--- src/hdl/text_console_cursor_engine_top_assert.svh ---
// Assertion macros shared by the cursor engine modules
`ifndef TEXT_CONSOLE_CURSOR_ENGINE_TOP_ASSERT_SVH
`define TEXT_CONSOLE_CURSOR_ENGINE_TOP_ASSERT_SVH
`ifndef SYNTHESIS
`define TCCE_ASSERT(lbl, clk, rst_n, prop, msg) \
	lbl: assert property (@(posedge clk) disable iff (!rst_n) (prop)) else $error(msg);
`define TCCE_ASSERT_NEVER(lbl, clk, rst_n, expr, msg) \
	lbl: assert property (@(posedge clk) disable iff (!rst_n) !(expr)) else $error(msg);
`else
`define TCCE_ASSERT(lbl, clk, rst_n, prop, msg)
`define TCCE_ASSERT_NEVER(lbl, clk, rst_n, expr, msg)
`endif
`endif

--- src/hdl/tcce_pkg.sv ---
// Shared constants, codes and types of the text console cursor engine
package tcce_pkg;

	localparam int COLUMNS_DEF  = 80;
	localparam int ROWS_DEF     = 25;
	localparam int TAB_STOP_DEF = 8;

	localparam int KIND_W      = 2;
	localparam int CHAR_W      = 8;
	localparam int INDEX_W     = 11;
	localparam int ATTR_W      = 8;
	localparam int CELL_W      = 16;
	localparam int OCOL_W      = 7;
	localparam int OROW_W      = 5;
	localparam int OLIN_W      = 11;
	localparam int IN_TDATA_W  = 24;
	localparam int OUT_TDATA_W = 40;

	localparam logic [KIND_W-1:0] KIND_PUT   = 2'd0;
	localparam logic [KIND_W-1:0] KIND_CLEAR = 2'd1;
	localparam logic [KIND_W-1:0] KIND_READ  = 2'd2;

	localparam logic [CHAR_W-1:0] CHAR_BS    = 8'h08;
	localparam logic [CHAR_W-1:0] CHAR_TAB   = 8'h09;
	localparam logic [CHAR_W-1:0] CHAR_LF    = 8'h0A;
	localparam logic [CHAR_W-1:0] CHAR_CR    = 8'h0D;
	localparam logic [CHAR_W-1:0] CHAR_BLANK = 8'h20;
	localparam logic [CHAR_W-1:0] CHAR_MAX   = 8'hFF;

	localparam logic [ATTR_W-1:0] ATTR_RESET  = 8'h0F;
	localparam logic [CELL_W-1:0] RESET_BLANK = {ATTR_RESET, CHAR_BLANK};

	typedef enum logic [1:0] {
		SW_INIT,
		SW_CLEAR,
		SW_SCROLL
	} sweep_mode_t;

	typedef struct packed {
		logic        load_item;
		logic        exec_put;
		logic        home;
		logic        sweep_run;
		sweep_mode_t sweep_mode;
		logic        load_out;
	} cmd_t;

	typedef struct packed {
		logic [KIND_W-1:0] kind;
		logic              scroll;
		logic              sweep_last;
	} status_t;

endpackage

--- src/hdl/tcce_ctrl.sv ---
// Controller state machine of the cursor engine
`include "text_console_cursor_engine_top_assert.svh"
module tcce_ctrl import tcce_pkg::*; (
	input  logic    clk,
	input  logic    arst_n,
	input  logic    s_tvalid,
	output logic    s_tready,
	output logic    m_tvalid,
	input  logic    m_tready,
	output cmd_t    cmd,
	input  status_t status
);

	typedef enum logic [5:0] {
		ST_INIT   = 6'b000001,
		ST_IDLE   = 6'b000010,
		ST_EXEC   = 6'b000100,
		ST_CLEAR  = 6'b001000,
		ST_SCROLL = 6'b010000,
		ST_RESP   = 6'b100000
	} state_t;

	state_t state_q, state_d;
	logic   m_tvalid_q;
	logic   slot_free;
	logic   accept;

	assign slot_free = !m_tvalid_q || m_tready;
	assign s_tready  = (state_q == ST_IDLE) || ((state_q == ST_RESP) && slot_free);
	assign accept    = s_tvalid && s_tready;
	assign m_tvalid  = m_tvalid_q;

	always_comb begin
		cmd     = '0;
		state_d = state_q;
		case (state_q)
			ST_INIT: begin
				cmd.sweep_run  = 1'b1;
				cmd.sweep_mode = SW_INIT;
				if (status.sweep_last) begin
					state_d = ST_IDLE;
				end
			end
			ST_IDLE: begin
				if (accept) begin
					cmd.load_item = 1'b1;
					state_d       = ST_EXEC;
				end
			end
			ST_EXEC: begin
				case (status.kind)
					KIND_PUT: begin
						cmd.exec_put = 1'b1;
						state_d      = status.scroll ? ST_SCROLL : ST_RESP;
					end
					KIND_CLEAR: begin
						cmd.home = 1'b1;
						state_d  = ST_CLEAR;
					end
					default: state_d = ST_RESP;
				endcase
			end
			ST_CLEAR: begin
				cmd.sweep_run  = 1'b1;
				cmd.sweep_mode = SW_CLEAR;
				if (status.sweep_last) begin
					state_d = ST_RESP;
				end
			end
			ST_SCROLL: begin
				cmd.sweep_run  = 1'b1;
				cmd.sweep_mode = SW_SCROLL;
				if (status.sweep_last) begin
					state_d = ST_RESP;
				end
			end
			ST_RESP: begin
				if (slot_free) begin
					cmd.load_out  = 1'b1;
					cmd.load_item = accept;
					state_d       = accept ? ST_EXEC : ST_IDLE;
				end
			end
			default: state_d = ST_IDLE;
		endcase
	end

	always_ff @(posedge clk or negedge arst_n) begin
		if (!arst_n) begin
			state_q    <= ST_INIT;
			m_tvalid_q <= 1'b0;
		end else begin
			state_q <= state_d;
			if (cmd.load_out) begin
				m_tvalid_q <= 1'b1;
			end else if (m_tready) begin
				m_tvalid_q <= 1'b0;
			end
		end
	end

	`TCCE_ASSERT(a_ready_only_idle_resp, clk, arst_n, s_tready |-> (state_q == ST_IDLE || state_q == ST_RESP), "input ready outside idle or response")
	`TCCE_ASSERT(a_accept_to_exec, clk, arst_n, (s_tvalid && s_tready) |=> (state_q == ST_EXEC), "accepted transaction not executed")
	`TCCE_ASSERT(a_resp_loads_free_slot, clk, arst_n, (state_q == ST_RESP && !m_tvalid_q) |=> m_tvalid_q, "result not loaded into free output slot")

endmodule

--- config.mk ---
export PLATFORM = sky130hd
export DESIGN_NAME = tcce_ctrl
export DESIGN_NICKNAME = d
export VERILOG_FILES = /design/src/hdl/tcce_pkg.sv /design/src/hdl/tcce_ctrl.sv
export VERILOG_INCLUDE_DIRS = /design/src /design/src/hdl
export SDC_FILE = /design/constraint.sdc
export NUM_CORES = 1
export LEC_CHECK = 0
export BUFFER_PORTS_ARGS = -buffer_cell sky130_fd_sc_hd__buf_4
export CAP_MARGIN = 0
export CORE_AREA = 2 2 39 41
export CTS_CLUSTER_DIAMETER = 200
export CTS_CLUSTER_SIZE = 25
export DETAILED_ROUTE_END_ITERATION = 12
export DIE_AREA = 0 0 41 43
export MAX_ROUTING_LAYER = met4
export SLEW_MARGIN = 30
export SYNTH_ARGS = -nofsm -noshare
export SYNTH_HDL_FRONTEND = slang
export SYNTH_SLANG_ARGS = --single-unit
--- constraint.sdc ---
create_clock -name clk -period 2.9 [get_ports clk]
set_input_delay 0.435 -clock clk [delete_from_list [all_inputs] [get_ports clk]]
set_output_delay 0.435 -clock clk [all_outputs]
set_load 0.02 [all_outputs]
==> results by group <==
Worst setup path
  – Crit-path max FO: 7
  – Worst path required time: around 2.5 ns
  – CP Class: reg -> out
  – Reg2Reg Depth: 4
  – Crit path buf inv count: 1
  – Critical Path Sink Type: primary output
  – CP Launch Type: register
  – R2R setup slack: 1.35 ns
  – CP arrival: 1.69 ns
  – Slowest cell on the critical path: dfrtp_1
  – Largest stage delay on the critical path: approximately 0.47 ns
  – Reg2Reg Launch Point: state_q[2]
  – Worst r2r dst: state_q[1]
  – Cell Chain, Critical Path: nor3_2 > nand3_2 > o21ai_2 > and2_1 > buf_4
  – CP top delay family: simple AND/OR/NAND/NOR gates

Clocking
  – Clk_lat worst skew: approximately 0.26 ns
  – Post-CTS sizing: 0
  – Clk root buf: clkbuf_4
  – Clock buffer count from CTS: 3
  – Clock buffer depth: 2
  – Post-CTS Setup Bufs: 0
  – CTS HTree Levels: 1
  – CTS tree: done
  – Clock transition at path regs: 0.05 ns
  – Clock Sinks: 7
  – Post-CTS Hold Buffers: 1

Timing
  – Post-layout min period: 2.13 ns
  – Max-slew violations: 0
  – Unrepaired setup endpoints after global routing: false
  – Fmax achieved: 470 MHz
  – Final Hold Vio Count: 0
  – Hold WS: 0.414 ns
  – Relative slew margins: roughly four fifths
  – Period utilization: 73.3%
  – Sum Neg Setup Slack: 0 ns
  – Clock Skew: 0.000548 ns
  – Setup-failing EPs final: 0
  – Worst-Margin Slew: around 0.3 ns

Job
  – Max-cap violations: 0

Logic synthesis
  – Post-Synth Adder-Cell Area: 0%
  – Largest family of logic cells by synthesized area: simple AND/OR/NAND/NOR gates
  – XOR/XNOR Fraction of Synth Area: 3.71%
  – Syn_nets: 58
  – Synthesized instance count: 50
  – Mux cell area share after synthesis: 0%
  – Synth Area in Compound Gates: 18.3%
  – Average size of a mapped cell: approximately 9.4 sq um
  – Synth unique cells: 27
  – Sequential element share of the synthesized area: between 30 and 40%
  – Yosys reg bits: 7
  – Synthesis warning total: 0
  – Simple-Gate Fraction of Synth Area: between 30 and 40%
  – Synth Cell Area: ~470 sq um

Final layout
  – Fillers: 140
  – Commonest non-fill, non-tap cell in the layout: buf_4
  – Area delta synth->final: 35.3%
  – Sequential cell area: 176 sq um
  – Net count reported at finish: between 70 and 80
  – Layout cells sized above 1: 40.6%
  – Diode count: 0
  – Most frequent cells in the layout: buf_4 (16), nor2_1 (9), dfrtp_1 (6)
  – Multi-input logic area: roughly 280 sq um

Die
  – Starting Density: 34.1%
  – I/O pin cnt: 17
  – Core Region: ~1400 sq um
  – Die Width: 41 um
  – Die area: 1760 sq um
  – Die Span Y: 43 um
  – Std-Cell Rows: 14

Global route
  – Grt ovf: 0
  – Initial antenna violation count: 0
  – Vias in the first global route: 381
  – Largest net degree at the start of global routing: 10
  – Gr usage total: between 10 and 15%
  – First-pass GRT wire length: 1610 um

Status
  – Status: complete, no violations

Detailed routing
  – Wire length per cell: 12.3 um
  – DRC: 0
  – Antenna Nets Post-Route: 0
  – WL final: 1040 um
  – 1st-pass router iterations: 4
  – Detailed router's first-iteration violation count: 8
  – Via count: 431
  – Vias/cell: 5.07

Power and ir drop
  – PD cells: approximately 750 nW/um^2
  – Max IR drop VDD: between 0.0004 and 0.0005 V
  – Static Leak: 0.310 nW

Worst hold path
  – Hold EP: state_q[4]
  – WHS Path Cells: 2
  – Worst Hold Class: in -> reg
  – Hold Startpoint: status[1]

Placement
  – IO buf count: 16
  – Placer congestion estimate: 0.714
cells in the mapped netlist:
cell type / n / share of area (%)
a21o_1: 1 / 1.6
a22o_1: 1 / 1.9
a32o_1: 1 / 2.1
and2_1: 2 / 2.7
and3_1: 4 / 5.3
buf_2: 2 / 2.1
dfrtp_1: 6 / 32
dfstp_2: 1 / 5.6
inv_1: 1 / 0.79
nand2_1: 1 / 0.79
nand2b_1: 1 / 1.3
nand3_1: 3 / 3.2
nand3_2: 1 / 2.1
nor2_1: 9 / 7.2
nor2b_1: 1 / 1.3
nor3_1: 1 / 1.1
nor3_2: 2 / 4.2
nor3b_2: 1 / 2.7
nor4_1: 1 / 1.3
nor4_4: 1 / 4.5
o211ai_2: 1 / 2.7
o21a_1: 1 / 1.6
o21ai_0: 2 / 2.1
o21ai_2: 1 / 1.9
o221ai_2: 1 / 3.2
o22ai_1: 1 / 1.3
xor2_1: 2 / 3.7
state kept, by name (all words and copies together) (netlist names):
name and count:
state_q 6, m_tvalid 1
cells by family (layout without fill, tap and decap cells):
family | Yosys count | after routing
simple gates | 28 | 28
xor+xnor | 2 | 2
flops | 7 | 7
buf+inv | 3 | 22
compound gates | 10 | 10
report_power, final:
| part | internal [mW] | switching, mW |
|---|---|---|
| Sequential | 0.118 | 0.0398 |
| Clock | 0.0527 | 0.0385 |
| Combinational | 0.105 | 0.122 |
layer usage:
metal	vias to the layer above	routed length, um	GRT usage, %	part of all wire (%)
met2	16	451	18.4	43
met5	-	0	-	0
met3	5	64	4.71	6.1
li1	219	-	-	-
met1	191	488	18.8	47
met4	0	37	12.0	3.6
per-stage QoR:
step	util, %	total power, mW	worst slack, ns	area [sq um]	instances
floorplan	-	0.313	0.989	472	50
global placement	43.5	0.387	1.05	602	80
detailed placement	43.5	0.387	1.05	602	80
CTS	46.1	0.479	0.775	638	85
global route	46.1	0.512	0.660	638	85
finish	46.1	0.477	0.773	638	85
how the worst max path moves through the flow:
| stage | from | end | depth (start not counted) |
|---|---|---|---|
| 2_1_floorplan | state_q[4] | cmd[3] | 4 |
| 3_3_place_gp | state_q[2] | cmd[6] | 5 |
| 3_5_place_dp | state_q[2] | cmd[6] | 5 |
| 4_1_cts | state_q[2] | cmd[6] | 5 |
| 5_1_grt | state_q[5] | cmd[4] | 4 |
| 6_report | state_q[2] | cmd[6] | 5 |
layout make-up:
class                      count  area share (%)
clock buffer                   4            4.12
inverter                       1           0.588
multi-input combinational     40            44.1
sequential                     7            27.6
tap                           16            3.14
timing repair buffer          17            20.4
No activity file was read; power rests on OpenSTA's default activity.
